File: src/rtl/core/dsl_pkg.sv
// Shared definitions for the double-step line rasterizer.
// Holds the command codes, move codes and fixed field widths; no dependencies.
package dsl_pkg;

	// Width of the colour field carried through from the start command.
	localparam int COLOR_BITS = 24;

	// Command kinds on the input channel.
	localparam logic KIND_START   = 1'b0;
	localparam logic KIND_ADVANCE = 1'b1;

	// Move codes: bit 0 steps the major axis, bit 1 steps the minor axis.
	localparam logic [1:0] MV_NONE = 2'd0;
	localparam logic [1:0] MV_U    = 2'd1;
	localparam logic [1:0] MV_V    = 2'd2;
	localparam logic [1:0] MV_UV   = 2'd3;
	localparam int MV_BIT_U = 0;
	localparam int MV_BIT_V = 1;

	// Pixel buffer geometry: one advance gives at most four pixels.
	localparam int BUF_DEPTH = 4;
	localparam int BUF_IDX_BITS = 2;
	localparam int BUF_CNT_BITS = 3;

endpackage

File: src/rtl/core/dsl_in_if.sv
// Command channel of the line rasterizer: valid/ready with one command beat.
// Depends on dsl_pkg for the colour width.
interface dsl_in_if import dsl_pkg::*; #(
	parameter int COORD_BITS = 12
) ();
	logic                  valid;
	logic                  ready;
	logic                  kind;
	logic [COORD_BITS-1:0] x_start;
	logic [COORD_BITS-1:0] y_start;
	logic [COORD_BITS-1:0] x_end;
	logic [COORD_BITS-1:0] y_end;
	logic [COLOR_BITS-1:0] line_color;

	modport source (
		output valid, kind, x_start, y_start, x_end, y_end, line_color,
		input  ready
	);
	modport sink (
		input  valid, kind, x_start, y_start, x_end, y_end, line_color,
		output ready
	);
endinterface

File: src/rtl/core/dsl_px_if.sv
// Pixel channel of the line rasterizer: valid/ready with one pixel per beat.
// Depends on dsl_pkg for the colour width.
interface dsl_px_if import dsl_pkg::*; #(
	parameter int COORD_BITS = 12
) ();
	logic                  valid;
	logic                  ready;
	logic [COORD_BITS-1:0] pixel_x;
	logic [COORD_BITS-1:0] pixel_y;
	logic [COLOR_BITS-1:0] pixel_color;
	logic                  run_last;
	logic                  line_last;

	modport source (
		output valid, pixel_x, pixel_y, pixel_color, run_last, line_last,
		input  ready
	);
	modport sink (
		input  valid, pixel_x, pixel_y, pixel_color, run_last, line_last,
		output ready
	);
endinterface

File: src/rtl/core/double_step_line_rasterizer_top.sv
// Symmetric double-step line rasterizer. A start command gives both endpoints (one pixel
// for a point); each advance command gives four pixels, two from each end, and the last
// advance gives the one to three pixels that remain. Commands are registered, worked
// through combinationally into a four-entry pixel buffer, and pixels leave one per beat
// while the pixel side is ready: the single pixel port sets the rate. A command passes the
// command register, then the pixel buffer, before its first pixel appears, and the next
// command is taken while the buffer still drains. Uses dsl_pkg, dsl_in_if and dsl_px_if.
module double_step_line_rasterizer_top import dsl_pkg::*; #(
	parameter int COORD_BITS = 12
) (
	input  logic     clk,
	input  logic     arst_n,
	dsl_in_if.sink   cmd,
	dsl_px_if.source pix
);

	localparam int CW = COORD_BITS;
	localparam int DW = COORD_BITS + 5;
	localparam int SW = COORD_BITS - 2;

	// Move a coordinate by a small count, wrapping modulo the coordinate range.
	function automatic logic [CW-1:0] nudge_by(input logic [CW-1:0] v, input logic [1:0] n,
			input logic back);
		logic [CW-1:0] amt;
		amt = {{(CW-2){1'b0}}, n};
		return back ? v - amt : v + amt;
	endfunction

	// Pick the major or minor step count for one axis and apply it.
	function automatic logic [CW-1:0] move_axis(input logic [CW-1:0] v, input logic [1:0] du,
			input logic [1:0] dv, input logic minor, input logic back);
		return nudge_by(v, minor ? dv : du, back);
	endfunction

	// Command register.
	logic                  valid_s1;
	logic                  kind_s1;
	logic [CW-1:0]         xs_s1, ys_s1, xe_s1, ye_s1;
	logic [COLOR_BITS-1:0] color_s1;

	// Line state.
	logic                  active_q;
	logic [CW-1:0]         near_x_q, near_y_q, far_x_q, far_y_q;
	logic                  x_back_q, y_back_q, y_major_q, steep_q;
	logic signed [DW-1:0]  dec_q, thr_q, inc1_q, inc2_q;
	logic [SW-1:0]         steps_q;
	logic [1:0]            tail_q;
	logic [COLOR_BITS-1:0] color_q;

	// Pixel buffer.
	logic [CW-1:0]           bx_q [BUF_DEPTH];
	logic [CW-1:0]           by_q [BUF_DEPTH];
	logic [COLOR_BITS-1:0]   bcol_q;
	logic [BUF_CNT_BITS-1:0] bcnt_q;
	logic [BUF_IDX_BITS-1:0] bidx_q;
	logic                    bline_q;

	logic pix_fire, buf_last, buf_free, take_s1;

	// Output side: the buffer drains one pixel per beat.
	assign pix_fire = pix.valid && pix.ready;
	assign buf_last = ({1'b0, bidx_q} + 3'd1) == bcnt_q;
	assign buf_free = (bcnt_q == '0) || (pix_fire && buf_last);
	assign take_s1  = valid_s1 && buf_free;
	assign cmd.ready = !valid_s1 || take_s1;

	assign pix.valid       = bcnt_q != '0;
	assign pix.pixel_x     = bx_q[bidx_q];
	assign pix.pixel_y     = by_q[bidx_q];
	assign pix.pixel_color = bcol_q;
	assign pix.run_last    = buf_last;
	assign pix.line_last   = buf_last && bline_q;

	// Command register stage.
	always_ff @(posedge clk or negedge arst_n) begin
		if (!arst_n) begin
			valid_s1 <= 1'b0;
		end else if (cmd.ready) begin
			valid_s1 <= cmd.valid;
		end
	end

	always_ff @(posedge clk) begin
		if (cmd.ready && cmd.valid) begin
			kind_s1  <= cmd.kind;
			xs_s1    <= cmd.x_start;
			ys_s1    <= cmd.y_start;
			xe_s1    <= cmd.x_end;
			ye_s1    <= cmd.y_end;
			color_s1 <= cmd.line_color;
		end
	end

	// Line setup from the two endpoints.
	logic signed [CW:0]   dx, dy;
	logic [CW-1:0]        adx, ady, dmaj, dmin, dm1;
	logic                 st_xb, st_yb, st_point, st_ymaj, st_steep, st_short;
	logic signed [DW-1:0] smaj, smin, st_inc2, st_thr, st_inc1, st_dec;

	always_comb begin
		dx = $signed({1'b0, xe_s1}) - $signed({1'b0, xs_s1});
		dy = $signed({1'b0, ye_s1}) - $signed({1'b0, ys_s1});
		st_xb = dx[CW];
		st_yb = dy[CW];
		adx = st_xb ? CW'(-dx) : dx[CW-1:0];
		ady = st_yb ? CW'(-dy) : dy[CW-1:0];
		st_point = (adx == '0) && (ady == '0);
		st_ymaj = adx <= ady;
		dmaj = st_ymaj ? ady : adx;
		dmin = st_ymaj ? adx : ady;
		dm1 = dmaj - CW'(1);
		st_short = dm1 == '0;
		smaj = $signed({{(DW-CW){1'b0}}, dmaj});
		smin = $signed({{(DW-CW){1'b0}}, dmin});
		st_inc2 = (smin <<< 2) - (smaj <<< 1);
		st_steep = !st_inc2[DW-1];
		st_thr = st_steep ? ((smin - smaj) <<< 1) : (smin <<< 1);
		st_inc1 = st_thr <<< 1;
		st_dec = st_steep ? (st_inc1 + smaj) : (st_inc1 - smaj);
	end

	// One double step, or the final step, from the stored state.
	logic                 cond, d_lt_c, d_gt_c, dbl;
	logic [1:0]           mv_first, mv_second, m1, m2, m3;
	logic [1:0]           na_u, na_v, nb_u, nb_v, fa_u, fa_v, fb_u, fb_v;
	logic signed [DW-1:0] adv_dec;
	logic [CW-1:0]        na_x, na_y, nb_x, nb_y, fa_x, fa_y, fb_x, fb_y;

	always_comb begin
		cond = steep_q ? (dec_q > 0) : (dec_q < 0);
		d_lt_c = dec_q < thr_q;
		d_gt_c = dec_q > thr_q;
		dbl = steps_q != '0;

		// Double step: both ends take one major step, then a pair of moves.
		if (cond) begin
			mv_first  = steep_q ? MV_V : MV_NONE;
			mv_second = steep_q ? MV_UV : MV_U;
			adv_dec   = dec_q + inc1_q;
		end else if (d_lt_c) begin
			mv_first  = MV_NONE;
			mv_second = MV_UV;
			adv_dec   = dec_q + inc2_q;
		end else begin
			mv_first  = MV_V;
			mv_second = MV_U;
			adv_dec   = dec_q + inc2_q;
		end

		// Final step: up to two moves at the near end and one at the far end.
		if (cond) begin
			m1 = steep_q ? MV_UV : MV_U;
			m2 = m1;
			m3 = m1;
		end else if (d_lt_c) begin
			m1 = MV_U;
			m2 = MV_UV;
			m3 = MV_U;
		end else begin
			m1 = MV_UV;
			m2 = MV_U;
			m3 = (!steep_q || d_gt_c) ? MV_UV : MV_U;
		end

		// Step counts from each end for both pixels of the run.
		if (dbl) begin
			na_u = 2'd1 + {1'b0, mv_first[MV_BIT_U]};
			na_v = {1'b0, mv_first[MV_BIT_V]};
			nb_u = na_u + {1'b0, mv_second[MV_BIT_U]};
			nb_v = na_v + {1'b0, mv_second[MV_BIT_V]};
			fa_u = na_u;
			fa_v = na_v;
			fb_u = nb_u;
			fb_v = nb_v;
		end else begin
			na_u = {1'b0, m1[MV_BIT_U]};
			na_v = {1'b0, m1[MV_BIT_V]};
			nb_u = na_u + {1'b0, m2[MV_BIT_U]};
			nb_v = na_v + {1'b0, m2[MV_BIT_V]};
			fa_u = {1'b0, m3[MV_BIT_U]};
			fa_v = {1'b0, m3[MV_BIT_V]};
			fb_u = fa_u;
			fb_v = fa_v;
		end

		// The far end walks back towards the near end.
		na_x = move_axis(near_x_q, na_u, na_v, y_major_q, x_back_q);
		na_y = move_axis(near_y_q, na_u, na_v, !y_major_q, y_back_q);
		nb_x = move_axis(near_x_q, nb_u, nb_v, y_major_q, x_back_q);
		nb_y = move_axis(near_y_q, nb_u, nb_v, !y_major_q, y_back_q);
		fa_x = move_axis(far_x_q, fa_u, fa_v, y_major_q, !x_back_q);
		fa_y = move_axis(far_y_q, fa_u, fa_v, !y_major_q, !y_back_q);
		fb_x = move_axis(far_x_q, fb_u, fb_v, y_major_q, !x_back_q);
		fb_y = move_axis(far_y_q, fb_u, fb_v, !y_major_q, !y_back_q);
	end

	// Control state and buffer occupancy.
	always_ff @(posedge clk or negedge arst_n) begin
		if (!arst_n) begin
			active_q <= 1'b0;
			bcnt_q   <= '0;
			bidx_q   <= '0;
		end else begin
			if (pix_fire) begin
				if (buf_last) begin
					bcnt_q <= '0;
					bidx_q <= '0;
				end else begin
					bidx_q <= bidx_q + BUF_IDX_BITS'(1);
				end
			end
			if (take_s1) begin
				if (kind_s1 == KIND_START) begin
					active_q <= !st_point && !st_short;
					bcnt_q   <= st_point ? BUF_CNT_BITS'(1) : BUF_CNT_BITS'(2);
				end else if (active_q) begin
					if (dbl) begin
						active_q <= !((steps_q == SW'(1)) && (tail_q == '0));
						bcnt_q   <= BUF_CNT_BITS'(BUF_DEPTH);
					end else begin
						active_q <= 1'b0;
						bcnt_q   <= {1'b0, tail_q};
					end
				end
			end
		end
	end

	// Line registers and buffer contents.
	always_ff @(posedge clk) begin
		if (take_s1) begin
			if (kind_s1 == KIND_START) begin
				near_x_q  <= xs_s1;
				near_y_q  <= ys_s1;
				far_x_q   <= xe_s1;
				far_y_q   <= ye_s1;
				x_back_q  <= st_xb;
				y_back_q  <= st_yb;
				y_major_q <= st_ymaj;
				steep_q   <= st_steep;
				dec_q     <= st_dec;
				thr_q     <= st_thr;
				inc1_q    <= st_inc1;
				inc2_q    <= st_inc2;
				steps_q   <= dm1[CW-1:2];
				tail_q    <= dm1[1:0];
				color_q   <= color_s1;
				bx_q[0]   <= xs_s1;
				by_q[0]   <= ys_s1;
				bx_q[1]   <= xe_s1;
				by_q[1]   <= ye_s1;
				bcol_q    <= color_s1;
				bline_q   <= st_point || st_short;
			end else if (active_q) begin
				bx_q[0] <= na_x;
				by_q[0] <= na_y;
				bx_q[1] <= nb_x;
				by_q[1] <= nb_y;
				bx_q[2] <= fa_x;
				by_q[2] <= fa_y;
				bx_q[3] <= fb_x;
				by_q[3] <= fb_y;
				bcol_q  <= color_q;
				if (dbl) begin
					near_x_q <= nb_x;
					near_y_q <= nb_y;
					far_x_q  <= fb_x;
					far_y_q  <= fb_y;
					dec_q    <= adv_dec;
					steps_q  <= steps_q - SW'(1);
					bline_q  <= (steps_q == SW'(1)) && (tail_q == '0);
				end else begin
					tail_q  <= '0;
					bline_q <= 1'b1;
				end
			end
		end
	end

endmodule

File: src/flat_wrapper.sv
// flat-port wrapper written by rule: the top's interface ports become plain ports
module double_step_line_rasterizer_top_flat import dsl_pkg::*;
#(
	parameter int COORD_BITS = 12
)
  (clk, arst_n, cmd_valid, cmd_kind, cmd_x_start, cmd_y_start, cmd_x_end, cmd_y_end, cmd_line_color, cmd_ready, pix_valid, pix_pixel_x, pix_pixel_y, pix_pixel_color, pix_run_last, pix_line_last, pix_ready);
  dsl_in_if #(.COORD_BITS(COORD_BITS)) cmd_i ();
  dsl_px_if #(.COORD_BITS(COORD_BITS)) pix_i ();
  input  logic clk;
  input  logic arst_n;
  input wire logic [$bits(cmd_i.valid)-1:0] cmd_valid;
  input wire logic [$bits(cmd_i.kind)-1:0] cmd_kind;
  input wire logic [$bits(cmd_i.x_start)-1:0] cmd_x_start;
  input wire logic [$bits(cmd_i.y_start)-1:0] cmd_y_start;
  input wire logic [$bits(cmd_i.x_end)-1:0] cmd_x_end;
  input wire logic [$bits(cmd_i.y_end)-1:0] cmd_y_end;
  input wire logic [$bits(cmd_i.line_color)-1:0] cmd_line_color;
  output wire logic [$bits(cmd_i.ready)-1:0] cmd_ready;
  output wire logic [$bits(pix_i.valid)-1:0] pix_valid;
  output wire logic [$bits(pix_i.pixel_x)-1:0] pix_pixel_x;
  output wire logic [$bits(pix_i.pixel_y)-1:0] pix_pixel_y;
  output wire logic [$bits(pix_i.pixel_color)-1:0] pix_pixel_color;
  output wire logic [$bits(pix_i.run_last)-1:0] pix_run_last;
  output wire logic [$bits(pix_i.line_last)-1:0] pix_line_last;
  input wire logic [$bits(pix_i.ready)-1:0] pix_ready;
  assign cmd_i.valid = cmd_valid;
  assign cmd_i.kind = cmd_kind;
  assign cmd_i.x_start = cmd_x_start;
  assign cmd_i.y_start = cmd_y_start;
  assign cmd_i.x_end = cmd_x_end;
  assign cmd_i.y_end = cmd_y_end;
  assign cmd_i.line_color = cmd_line_color;
  assign cmd_ready = cmd_i.ready;
  assign pix_valid = pix_i.valid;
  assign pix_pixel_x = pix_i.pixel_x;
  assign pix_pixel_y = pix_i.pixel_y;
  assign pix_pixel_color = pix_i.pixel_color;
  assign pix_run_last = pix_i.run_last;
  assign pix_line_last = pix_i.line_last;
  assign pix_i.ready = pix_ready;
  double_step_line_rasterizer_top #(.COORD_BITS(COORD_BITS)) u_core (.clk(clk), .arst_n(arst_n), .cmd(cmd_i), .pix(pix_i));
endmodule
File: config.mk
export PLATFORM = sky130hd
export DESIGN_NAME = double_step_line_rasterizer_top_flat
export DESIGN_NICKNAME = d
export VERILOG_FILES = /design/src/rtl/core/dsl_pkg.sv /design/src/rtl/core/dsl_in_if.sv /design/src/rtl/core/dsl_px_if.sv /design/src/rtl/core/double_step_line_rasterizer_top.sv /design/src/flat_wrapper.sv
export SDC_FILE = /design/constraint.sdc
export NUM_CORES = 1
export LEC_CHECK = 0
export ABC_AREA = 1
export BUFFER_PORTS_ARGS = -buffer_cell sky130_fd_sc_hd__buf_2
export CAP_MARGIN = 20
export CORE_ASPECT_RATIO = 1.4
export CORE_UTILIZATION = 55
export DETAILED_ROUTE_END_ITERATION = 8
export PLACE_DENSITY = 0.76
export SLEW_MARGIN = 0
export SYNTH_ARGS = -nofsm -noshare
export SYNTH_HDL_FRONTEND = slang
export SYNTH_SLANG_ARGS = --single-unit
export TNS_END_PERCENT = 5
File: constraint.sdc
create_clock -name clk -period 6.99 [get_ports clk]
set_input_delay 0.3495 -clock clk [delete_from_list [all_inputs] [get_ports clk]]
set_output_delay 0.3495 -clock clk [all_outputs]
set_load 0.1 [all_outputs]
Word level (Yosys, flattened, before mapping)
Memories as Yosys holds them, arrays and structs flattened.
Index checks and enable logic that the tools add are counted.
- register bits: 244
- latch bits: 0
- bits in writable memories: 96
- memory bits (read-only): 0
- input bits: 77
- output and inout bits: 52
- word-level logic and storage cells: 199
- memories: 2
- add/subtract/negate cells: 35
- multipliers: 0
- divide/modulo/power cells: 0
- $lt $le $gt $ge: 5
- equality and inequality tests: 5
- shift-type cells: 0
- multiplexer cells: 91
- bitwise logic cells: 5
- reductions and logical operators: 29
- memory list (name ; words ; bits a word ; read ports ; clocked after memory_dff ; wr ports ; line ; RTL):
    u_core.bx_q ; 4 ; 12 ; 1 ; 0 ; 4 ; double_step_line_rasterizer_top.sv:51 ; logic [CW-1:0] bx_q [BUF_DEPTH];
    u_core.by_q ; 4 ; 12 ; 1 ; 0 ; 4 ; double_step_line_rasterizer_top.sv:52 ; logic [CW-1:0] by_q [BUF_DEPTH];
- operators with widths (cell ; number):
    two-way mux 12 bit ; 28
    adder 12 x 2 -> 12 bit ; 8
    subtractor 12 x 2 -> 12 bit ; 8
    two-way mux 17 bit ; 5
    two-way mux 2 bit ; 30
    two-way mux 24 bit ; 2
    subtractor 12 x 12 -> 13 bit ; 3
    logical NOT 12 bit ; 3
    adder 17 bit ; 2
    two-way mux 10 bit ; 3
    negation 12 bit ; 2
    two-way mux 3 bit ; 6
    adder 17 x 13 -> 17 bit ; 1
    greater-than comparator 17 x 1 -> 1 bit, second input constant ; 1
    greater-than comparator 17 bit ; 1
    < comparator 17 x 1 -> 1 bit, second input constant ; 1
    < comparator 17 bit ; 1
    subtractor 17 x 13 -> 17 bit ; 1
    two-way mux 1 bit ; 16
    two-way mux 16 bit ; 1
    subtractor 14 x 13 -> 15 bit ; 1
    <= comparator 12 bit ; 1
    subtractor 12 x 1 -> 12 bit, second input constant ; 1
    == test 10 x 1 -> 1 bit, second input constant ; 1
    other kinds (19) ; 43

Logic depth before layout (Yosys ltp)
Gate-level depths: netlist (run 1).
- word-level depth: 12
- mapped depth: 58

Worst setup path before layout (run 1)
Ideal clock, no wire load.
- path type: reg-to-reg
- from: register u_core.bidx_q[0]
- to: register u_core.dec_q[10], enable pin
- setup time: 0.608 ns
- arrival time: 8.324 ns
- data required time: 6.382 ns
- slack: -1.942 ns
- cell stages (with the launch flop): 12
- buffers on the path: 0
- period minus slack after synthesis: 8.932 ns
- cells stage by stage: dfrtp_1 ha_1 xor2_1 nor2_1 inv_1 nor2_1 inv_1 nand2_1 nand2_1 nor2_1 inv_1 o21ai_0
- cells in the longest elaborated chain, start to end: 6
- RTL lines (item ; line ; RTL):
    from (decl) ; double_step_line_rasterizer_top.sv:55 ; logic [BUF_IDX_BITS-1:0] bidx_q;
    from (signal assigned) ; double_step_line_rasterizer_top.sv:209 ; bidx_q <= bidx_q + BUF_IDX_BITS'(1);
    adder 2 x 1 -> 3 bit ; double_step_line_rasterizer_top.sv:62 ; assign buf_last = ({1'b0, bidx_q} + 3'd1) == bcnt_q;
    == test 3 bit ; double_step_line_rasterizer_top.sv:62 ;
    named net pix_run_last ; flat_wrapper.sv:23 ; output wire logic [$bits(pix_i.run_last)-1:0] pix_run_last;
    logical AND 1 bit ; double_step_line_rasterizer_top.sv:63 ; assign buf_free = (bcnt_q == '0) || (pix_fire && buf_last);
    logical OR 1 bit ; double_step_line_rasterizer_top.sv:63 ;
    logical AND 1 bit ; double_step_line_rasterizer_top.sv:64 ; assign take_s1 = valid_s1 && buf_free;
    AND reduction 3 bit (no line) ; - ;
    to (signal assigned) ; double_step_line_rasterizer_top.sv:241 ; dec_q <= st_dec;
    to (signal assigned) ; double_step_line_rasterizer_top.sv:269 ; dec_q <= adv_dec;
    to (decl) ; double_step_line_rasterizer_top.sv:45 ; logic signed [DW-1:0] dec_q, thr_q, inc1_q, inc2_q;
The timed path passes the listed nets, and every way through them passes these cells.
A chain may end at the register's enable or synchronous reset.

Worst setup path in the final report (run 1)
- from: register u_core.ys_s1[0]
- to: register u_core.dec_q[12] (data pin)
- cells in the longest elaborated chain, start to end: 10
- elaborated cells between the ends (all ways): 13
- RTL lines (item ; line ; RTL):
    from (decl) ; double_step_line_rasterizer_top.sv:38 ; logic [CW-1:0] xs_s1, ys_s1, xe_s1, ye_s1;
    from (signal assigned) ; double_step_line_rasterizer_top.sv:87 ; ys_s1 <= cmd.y_start;
    subtractor 12 x 12 -> 13 bit * ; double_step_line_rasterizer_top.sv:102 ; dy = $signed({1'b0, ye_s1}) - $signed({1'b0, ys_s1});
    negation 12 bit ; double_step_line_rasterizer_top.sv:106 ; ady = st_yb ? CW'(-dy) : dy[CW-1:0];
    two-way mux 12 bit * ; double_step_line_rasterizer_top.sv:106 ;
    <= comparator 12 bit ; double_step_line_rasterizer_top.sv:108 ; st_ymaj = adx <= ady;
    two-way mux 12 bit, on equally long branches ; double_step_line_rasterizer_top.sv:110, double_step_line_rasterizer_top.sv:109 ;
    subtractor 14 x 13 -> 15 bit or subtractor 12 x 12 -> 13 bit (tied branches) ; double_step_line_rasterizer_top.sv:115, double_step_line_rasterizer_top.sv:117 ;
    two-way mux 16 bit * ; double_step_line_rasterizer_top.sv:117 ; st_thr = st_steep ? ((smin - smaj) <<< 1) : (smin <<< 1);
    named net u_core.st_thr[1] ; double_step_line_rasterizer_top.sv:98 ; logic signed [DW-1:0] smaj, smin, st_inc2, st_thr, st_inc1, st_dec;
    adder 17 x 13 -> 17 bit or subtractor 17 x 13 -> 17 bit (tied branches) ; double_step_line_rasterizer_top.sv:119 ; st_dec = st_steep ? (st_inc1 + smaj) : (st_inc1 - smaj);
    two-way mux 17 bit * ; double_step_line_rasterizer_top.sv:119 ;
    two-way mux 17 bit * ; double_step_line_rasterizer_top.sv:232 ; if (kind_s1 == KIND_START) begin
Mark *: on every way through the listed nets, which the timed path passes. The rest lies on a longest branch.

==> metrics.md, run 1 <==
| Metric | Value |
|---|---|
| Routed Antenna Nets | `0` |
| Setup CP Type | `flip-flop to flip-flop` |
| Status | `completed` |
| Die Span Y | `roughly 240 µm` |
| H-tree depth | `2` |
| Syn-to-layout area delta | `24.5%` |
| Yosys warns | `0` |
| Bufs on Longest Clock Path | `3` |
| Starting DRT DRC Count | `1513` |
| Post-synth top area share | `43.3%` |
| Final Slew Violations | `0` |
| CTS sink cnt | `334` |
| Post-Syn Instances | `2601` |
| RePlAce Congestion | `about 1` |
| GRT Resource Usage Total | `29.7%` |
| Die width | `174 µm` |
| First-pass GRT wire length | `between 90 and 100 mm` |
| Max-Cap Viols | `0` |
| DRC viols | `0` |
| Top_reg_cell synth | `edfxtp_1` |
| Initial antenna violation count | `1` |
| CTS Root Cell | `clkbuf_16` |
| Number of synthesized flops with an enable pin | `~330` |
| Synth Cell Area | `22700 µm²` |
| Post-synth cell types | `57` |
| DIE AREA | `42100 µm²` |
| Clock slew seen by the registers of the worst setup and hold paths | `roughly 60 ps` |
| DR pass1 iterations | `5` |
| Worst slew pin tran | `970 ps` |
| Row cnt | `87` |
| Final Skew | `25.1 ps` |
| CP endpoint kind | `flip-flop` |
| Multi-input gate area | `roughly 12000 µm²` |
| Final setup viols | `0` |
| Hold crit path type | `input pin to flip-flop` |
| Seq/Total Area, Yosys | `between 40 and 50%` |
| Leading post-synthesis cells by cell area | `edfxtp_1 43%, ha_1 11%, nand2_1 9.8%` |
| Seq cells post-synth | `between 300 and 400` |
| Initial Utilization | `56.0%` |
| Post-DP HPWL | `between 40 and 50 mm` |
| Final net count | `3319` |
| Final hold slack | `19.4 ps` |
| Vias/cell | `5.48` |
| Fillcell total | `a little over 3000` |
| Port Buffers | `around 130` |
| Skew-Pair Late Insertion Delay | `about 540 ps` |
| Vias | `19696` |
| Vias in the first global route | `20024` |
| Crit share post-route | `99.6%` |
| Most Frequent Cell on Critical Path | `nand2_2` |
| Min cycle time layout | `6960 ps` |
| Max stage delay on crit path | `650 ps` |
| Mean post-synth cell area | `8.72 µm²` |
| Asr flop ratio synth | `roughly 2.1%` |
| Slowest-stage cell, CP | `fa_2` |
| Top-count cell post-synth | `nand2_1` |
| Fin util | `69.7%` |
| Layout cells sized above 1 | `21.8%` |
| Dominant cell type by area after synthesis | `edfxtp_1` |
| Mapped Nets | `2887` |
| Most common library cells after synthesis | `592 x nand2_1, 327 x edfxtp_1, 321 x inv_1` |
| CTS tree | `done` |
| Worst path required time | `~7300 ps` |
| Non-Filler Instances | `roughly 3600` |
| Area occupied by registers | `approximately 10000 µm²` |
| Routed wire length | `roughly 64 mm` |
| Critical Path Fanout Max | `7` |
| TritonCTS Buffers | `36` |
| F_max | `approximately 140 MHz` |
| Fin. Hold Viols | `0` |
| IO Pins | `129` |
| Placed cells | `3441` |
| Largest net degree at the start of global routing | `110` |
| Slew margin rel. | `35.3%` |
| Wire per inst | `17.7 µm` |
| Worst Path Arrival | `roughly 7300 ps` |
| Setup repair after global routing missed its margin | `true` |
| Core ar. | `40500 µm²` |
| Startpoint types | `flip-flop` |
| Overflow after GRT | `0` |
## stage by stage
step	worst slack [ps]	TNS, ps	cell area (µm²)
after detailed placement	-509	-3420	25500
after floorplan	-281	-1340	22700
after CTS	-1.39	-1.39	27500
final	28.0	0	28200
after global placement	-342	-1650	25500
after global routing	-309	-1490	28200
## state kept, by name, summed over array words and instances, names as in the netlist, 14 cells and up
signal	cells
u_core.bx_q	48
u_core.by_q	48
u_core.color_q	24
u_core.color_s1	24
u_core.pix.pixel_color	24
u_core.dec_q	17
u_core.inc2_q	14
u_core.thr_q	14
## cells in the final DEF, fill, tap and decap left out, types with 11 or more instances in the layout
cell type | netlist | layout
nand2_1 | 592 | 570
edfxtp_1 | 327 | 327
inv_1 | 321 | 307
buf_4 | 3 | 257
o21ai_0 | 247 | 232
nor2_1 | 192 | 186
ha_1 | 196 | 179
a21oi_1 | 144 | 137
buf_2 | 3 | 128
xor2_1 | 97 | 92
nand3_1 | 95 | 90
dlygate4sd3_1 | 0 | 60
nand2_2 | 40 | 54
clkbuf_16 | 0 | 37
xnor2_1 | 34 | 34
o22ai_1 | 29 | 29
inv_2 | 14 | 26
o21ai_1 | 16 | 23
nand2_4 | 10 | 18
nand4_1 | 17 | 17
o21bai_1 | 18 | 17
o21ai_2 | 14 | 17
nor3_1 | 16 | 16
ha_4 | 0 | 16
nand3_2 | 11 | 13
fa_1 | 13 | 11
## repair_timing
item	4_1_cts	5_1_grt
hold endpoints to repair	65	1
resized for setup	34	115
endpoints found under the setup margin	10	14
cloned	0	2
buffers inserted	4	21
pin swaps	7	62
hold buffers	59	1
## critical path: cells and delay by family, from the launching register on
family	cells	cell delay (ps)
xor gates and xnor gates	1	220
AOI/OAI and AO/OA	14	2090
DFF	1	440
and+or+nand+nor	19	1870
buffers and inverters	4	470
adders and majority gates	5	1600
## worst paths after layout
kind	start	to	slack, ps	cells after the start
setup / recovery	u_core.ys_s1[0]	u_core.dec_q[12]	30	43
hold / removal	cmd_x_start[6]	u_core.xs_s1[6]	20	1
setup reg to reg	u_core.ys_s1[0]	u_core.dec_q[12]	30	43
hold reg to reg	u_core.color_s1[0]	u_core.color_q[0]	450	0
max in group asynchronous	arst_n	u_core.bcnt_q[2]	6610	2
min in group asynchronous	arst_n	u_core.bcnt_q[0]	190	2
## layer usage
layer  wire length (µm)  GRT usage (%)
met1              23900           33.2
met2              33200           54.9
met3               2750           2.78
met4               3670           16.8
met5                  0              0
## kinds of logic after synthesis
family                     share of synthesized area (%)
and+or+nand+nor                                     19.5
AOI/OAI and AO/OA                                   12.4
buffers and inverters                               7.00
adders and majority gates                           12.0
xor gates and xnor gates                            5.06
DFF                                                 44.0
## final cells by class
class                      instances  area share (%)
tap                              534            2.37
clock inverter                    20           0.877
sequential                       334            35.4
multi-input combinational       1869            41.7
timing repair buffer             455            11.8
antenna                            1         0.00886
inverter                         337            4.50
clock buffer                      43            3.35
Power of run 1 is not shown: default switching activity piles up to over one toggle a cycle in this logic, so the estimate is an artifact.
==> inputs of run 2 (changes only) <==
--- a/config.mk
+++ b/config.mk
@@ -6,7 +6,7 @@
 export NUM_CORES = 1
 export LEC_CHECK = 0
 export ABC_AREA = 1
-export BUFFER_PORTS_ARGS = -buffer_cell sky130_fd_sc_hd__buf_2
+export BUFFER_PORTS_ARGS = -buffer_cell sky130_fd_sc_hd__buf_4
 export CAP_MARGIN = 20
 export CORE_ASPECT_RATIO = 1.4
 export CORE_UTILIZATION = 55
==> run 2 against run 1 <==
The run now ends with setup timing left. Clock skew increased by 7.5 ps. Hold slack worse by 6.8 ps. Wire length increased by 0.83%. Final cell count decreased by 0.50%. Die area did not move.
==> metrics.md, run 2 (synthesized netlist as in run 1, its figures left out) <==
| Metric | Value |
|---|---|
| Worst path required time | `7270 ps (about the same)` |
| DIE AREA | `42100 µm² (unchanged)` |
| Hold crit path type | `input pin to flip-flop` |
| Final Worst Setup Slack | `-32.1 ps (-60.1 ps)` |
| Most Frequent Cell on Critical Path | `nand2_1` |
| First-pass GRT wire length | `100 mm (+0.29%)` |
| Slew margin rel. | `34.7% (-0.62 points)` |
| Worst Path Arrival | `7300 ps (+50 ps)` |
| Syn-to-layout area delta | `24.8%` |
| Core ar. | `40500 µm² (unchanged)` |
| Die Span Y | `242 µm (unchanged)` |
| Dpl cell area | `25700 µm² (+0.86%)` |
| Startpoint types | `flip-flop` |
| Slowest-stage cell, CP | `fa_2` |
| Fin. Hold Viols | `0 (unchanged)` |
| Most frequent cells in the layout | `573 x nand2_1, 371 x buf_4, 327 x edfxtp_1, 310 x inv_1, 233 x o21ai_0` |
| Multi-input gate area | `11700 µm² (-0.28%)` |
| Fillcell total | `3110 (+0.42%)` |
| Clock slew seen by the registers of the worst setup and hold paths | `60 ps (about the same)` |
| CTS sink cnt | `334 (unchanged)` |
| Final setup viols | `2 (+2)` |
| Port Buffers | `128 (unchanged)` |
| CTS tree | `done` |
| Vias in the first global route | `20095 (+0.35%)` |
| Routed Antenna Nets | `0 (unchanged)` |
| Initial antenna violation count | `1 (unchanged)` |
| Row cnt | `87 (unchanged)` |
| Final Slew Violations | `0 (unchanged)` |
| Crit share post-route | `100% (+0.86 points)` |
| DRC viols | `0 (unchanged)` |
| TritonCTS Buffers | `35 (-2.8%)` |
| Final net count | `3304 (-0.45%)` |
| Status | `finished, violations left` |
| Layout cells sized above 1 | `21.5% (-0.36 points)` |
| GRT Resource Usage Total | `29.8% (+0.13 points)` |
| Area occupied by registers | `9990 µm² (unchanged)` |
| Starting DRT DRC Count | `1411 (-6.7%)` |
| CTS Root Cell | `clkbuf_16` |
| Vias/cell | `5.55 (+1.2%)` |
| Fin util | `70.0% (+0.22 points)` |
| Largest net degree at the start of global routing | `73 (-34%)` |
| IO Pins | `129 (unchanged)` |
| Crit-path leading delay family | `simple AND/OR/NAND/NOR gates` |
| Max-Cap Viols | `0 (unchanged)` |
| Finished Cell Area | `28300 µm² (+0.32%)` |
| Max stage delay on crit path | `640 ps (about the same)` |
| Worst slew pin tran | `977 ps (+7.04 ps)` |
| DR pass1 iterations | `8 (+3)` |
| Reg2reg setup slack | `-30 ps (-60 ps)` |
| Final Skew | `32.7 ps (+7.54 ps)` |
| F_max | `142 MHz (-0.86%)` |
| Setup CP Type | `flip-flop to flip-flop` |
| Setup repair after global routing missed its margin | `true` |
| Skew-Pair Late Insertion Delay | `560 ps (+20 ps)` |
| Min cycle time layout | `7020 ps (+60.1 ps)` |
| Placed cells | `3426 (-0.44%)` |
| CP endpoint kind | `flip-flop` |
| Wire per inst | `17.9 µm (+1.3%)` |
| Bufs on Longest Clock Path | `3 (unchanged)` |
| Critical Path Fanout Max | `8 (+1)` |
| Vias | `19840 (+0.73%)` |
| Failing checks | `setup timing` |
| RePlAce Congestion | `0.989 (-0.64%)` |
| Setup TNS after final layout | `-51.4 ps (-51.4 ps)` |
| Biggest regs | `u_core.bx_q: 48 flops, u_core.by_q: 48 flops` |
| Overflow after GRT | `0 (unchanged)` |
| Die width | `174 µm (unchanged)` |
| Most common cell after layout, fill and taps aside | `nand2_1` |
| H-tree depth | `2 (unchanged)` |
| Buf+Inv Stages, Crit Path | `4 (unchanged)` |
| Routed wire length | `64.1 mm (+0.83%)` |
| Post-DP HPWL | `46.3 mm (about the same)` |
| Initial Utilization | `56.0% (unchanged)` |
| Non-Filler Instances | `3575 (-0.50%)` |
[run 2: repair_timing]
item	CTS	global route
setup buffers	8	15
hold buffers	62	1
hold endpoints to repair	68	1
gates resized for setup	36	107
setup endpoints to repair	9	14
pin swaps	15	43
cloned	1	1
[run 2: cell type report]
type | instances | area share (%)
multi-input cells | 1868 | 41.4
flip-flops and latches | 334 | 35.3
well taps | 534 | 2.36
inverters | 337 | 4.48
clock buffers | 41 | 3.25
diodes | 1 | 0.00883
clock inverters | 18 | 0.667
repair buffers | 442 | 12.5
[run 2: stage by stage]
step	setup slack, ps	hold WS, ps
5_1_grt	-472	3.26
3_5_place_dp	-465	174
4_1_cts	0.147	0.365
2_1_floorplan	-281	53.9
3_3_place_gp	-306	169
6_report	-32.1	12.6
[run 2: worst paths after layout]
| path | start | end | cells after the start |
|---|---|---|---|
| min | cmd_x_end[1] | u_core.xe_s1[1] | 1 |
| max in group asynchronous | arst_n | u_core.bidx_q[1] | 2 |
| min reg2reg | u_core.color_s1[5] | u_core.color_q[5] | 0 |
| min in group asynchronous | arst_n | u_core.active_q | 2 |
| max | u_core.ys_s1[0] | u_core.dec_q[14] | 48 |
| max reg2reg | u_core.ys_s1[0] | u_core.dec_q[14] | 48 |
[run 2: worst reg2reg max path, delay by kind of cell (launching register included)]
family,cells,cell delay [ps]
adders and majority gates,4,1410
buffers and inverters,4,580
AOI/OAI and AO/OA,10,1450
DFF,1,430
and+or+nand+nor,30,2920
[run 2: metal layers]
metal	track usage (%)	share of wire [%]	up-vias
met5	0	0	-
met4	16.3	5.8	0
met3	2.97	4.5	227
met2	55.8	52	663
met1	32.9	38	9333
li1	-	-	9617
Power of run 2 is left out for the same reason.
==> inputs of run 3 (changes only) <==
--- a/config.mk
+++ b/config.mk
@@ -6,7 +6,7 @@
 export NUM_CORES = 1
 export LEC_CHECK = 0
 export ABC_AREA = 1
-export BUFFER_PORTS_ARGS = -buffer_cell sky130_fd_sc_hd__buf_4
+export BUFFER_PORTS_ARGS = -buffer_cell sky130_fd_sc_hd__clkbuf_2
 export CAP_MARGIN = 20
 export CORE_ASPECT_RATIO = 1.4
 export CORE_UTILIZATION = 55
==> run 3 against run 2 <==
The flow now finishes without violations. Wire length fell by 2.2%. Critical path type unchanged. Worst setup slack better by 130 ps. Via count decreased by 0.86%. Non-clock buffer count up 4. Register-to-register slack improved by 130 ps.
==> metrics.md, run 3 (synthesized netlist as in run 1, its figures left out) <==
| Metric | Value |
|---|---|
| Slowest-stage cell, CP | `edfxtp_1` |
| Wire per inst | `17.4 µm (-2.6%)` |
| First-pass GRT wire length | `98.6 mm (-1.4%)` |
| Largest net degree at the start of global routing | `110 (+51%)` |
| Die Span Y | `242 µm (unchanged)` |
| Skew-Pair Late Insertion Delay | `540 ps (-20 ps)` |
| Vias | `19669 (-0.86%)` |
| Setup repair after global routing missed its margin | `true` |
| Starting DRT DRC Count | `1298 (-8.0%)` |
| Startpoint types | `flip-flop` |
| Core ar. | `40500 µm² (unchanged)` |
| DRC viols | `0 (unchanged)` |
| Worst Path Arrival | `7180 ps (-120 ps)` |
| DR pass1 iterations | `7 (-1)` |
| IO Pins | `129 (unchanged)` |
| Biggest regs | `u_core.bx_q: 48 flops, u_core.by_q: 48 flops` |
| Max-Cap Viols | `0 (unchanged)` |
| Worst slew pin tran | `973 ps (-4.32 ps)` |
| Bufs on Longest Clock Path | `3 (unchanged)` |
| Non-Filler Instances | `3589 (+0.39%)` |
| Post-DP HPWL | `46.4 mm (+0.11%)` |
| CP endpoint kind | `flip-flop` |
| Syn-to-layout area delta | `23.0%` |
| GRT Resource Usage Total | `29.4% (-0.47 points)` |
| Critical Path Fanout Max | `6 (-2)` |
| CTS sink cnt | `334 (unchanged)` |
| Fillcell total | `3153 (+1.4%)` |
| Min cycle time layout | `6890 ps (-130 ps)` |
| Placed cells | `3446 (+0.58%)` |
| Hold crit path type | `input pin to flip-flop` |
| Final hold slack | `16.9 ps (+4.22 ps)` |
| Final setup viols | `0 (-2)` |
| Worst path required time | `7280 ps (about the same)` |
| Max stage delay on crit path | `360 ps (-280 ps)` |
| CTS tree | `done` |
| Vias in the first global route | `19699 (-2.0%)` |
| Most Frequent Cell on Critical Path | `nand2_1` |
| RePlAce Congestion | `0.998 (+0.94%)` |
| Final net count | `3312 (+0.24%)` |
| Crit share post-route | `98.6% (-1.9 points)` |
| TritonCTS Buffers | `37 (+5.7%)` |
| Initial Utilization | `56.0% (unchanged)` |
| DIE AREA | `42100 µm² (unchanged)` |
| Most common cell after layout, fill and taps aside | `nand2_1` |
| Routed Antenna Nets | `0 (unchanged)` |
| Row cnt | `87 (unchanged)` |
| Port Buffers | `128 (unchanged)` |
| Final Slew Violations | `0 (unchanged)` |
| F_max | `145 MHz (+1.9%)` |
| Overflow after GRT | `0 (unchanged)` |
| Setup CP Type | `flip-flop to flip-flop` |
| Slew margin rel. | `35.1% (+0.44 points)` |
| Layout cells sized above 1 | `20.8% (-0.65 points)` |
| Final Skew | `15.0 ps (-17.6 ps)` |
| Routed wire length | `62.6 mm (-2.2%)` |
| Most frequent cells in the layout | `582 x nand2_1, 327 x edfxtp_1, 313 x inv_1, 254 x buf_4, 227 x o21ai_0` |
| Fin. Hold Viols | `0 (unchanged)` |
| Clock slew seen by the registers of the worst setup and hold paths | `60 ps (about the same)` |
| Initial antenna violation count | `2 (+1)` |
| Vias/cell | `5.48 (-1.2%)` |
| Die width | `174 µm (unchanged)` |
| Status | `completed` |
| H-tree depth | `2 (unchanged)` |
| CTS Root Cell | `clkbuf_16` |
run 3: stage by stage:
step,area [µm²],setup slack [ps],util [%],setup TNS [ps]
after floorplan,22700,-281,-,-1340
after global placement,25500,-376,63.1,-2130
after detailed placement,25500,-533,63.1,-3740
after CTS,27500,5.83,67.9,0
after global routing,27900,-344,68.9,-2010
final,27900,97.7,68.9,0
run 3: worst max-delay path, delay by kind of cell (launching register included):
family | cells | cell delay (ps)
simple gates | 26 | 2490
compound gates | 11 | 1490
fa+ha+maj | 5 | 1430
buf+inv | 6 | 570
flops | 1 | 360
xor+xnor | 1 | 260
run 3: layout make-up:
type                            instances  area, µm²  area share [%]
Clock buffer                           45        987            3.54
Inverter                              337       1270            4.54
Clock inverter                         21        243           0.870
Antenna cell                            2       5.00          0.0179
Multi-Input combinational cell       1870      11500            41.3
Tap cell                              534        668            2.39
Timing Repair Buffer                  446       3220            11.5
Sequential cell                       334       9990            35.8
run 3: metal layers:
metal	global-route usage [%]	part of all wire, %	vias up
met2	54.5	52	562
li1	-	-	9621
met4	14.9	5.1	0
met1	33.3	39	9320
met5	0	0	-
met3	2.78	4.3	166
run 3: final timing paths:
check / startpoint / end / slack [ps] / depth (start not counted)
max in group asynchronous: arst_n / u_core.valid_s1 / 6600 / 2
worst min-delay path: cmd_line_color[20] / u_core.color_s1[20] / 20 / 1
worst max register to register: u_core.ye_s1[0] / u_core.dec_q[14] / 100 / 49
min in group asynchronous: arst_n / u_core.active_q / 200 / 2
worst max-delay path: u_core.ye_s1[0] / u_core.dec_q[14] / 100 / 49
worst min register to register: u_core.color_s1[7] / u_core.color_q[7] / 440 / 0
run 3: repair_timing:
item / 4_1_cts / 5_1_grt
pin swaps: 11 / 26
cloned: 0 / 2
setup endpoints to repair: 11 / 15
hold endpoints to repair: 62 / 4
hold buffers: 56 / 4
resized for setup: 36 / 67
setup buffers: 5 / 6
Power of run 3 is left out for the same reason.
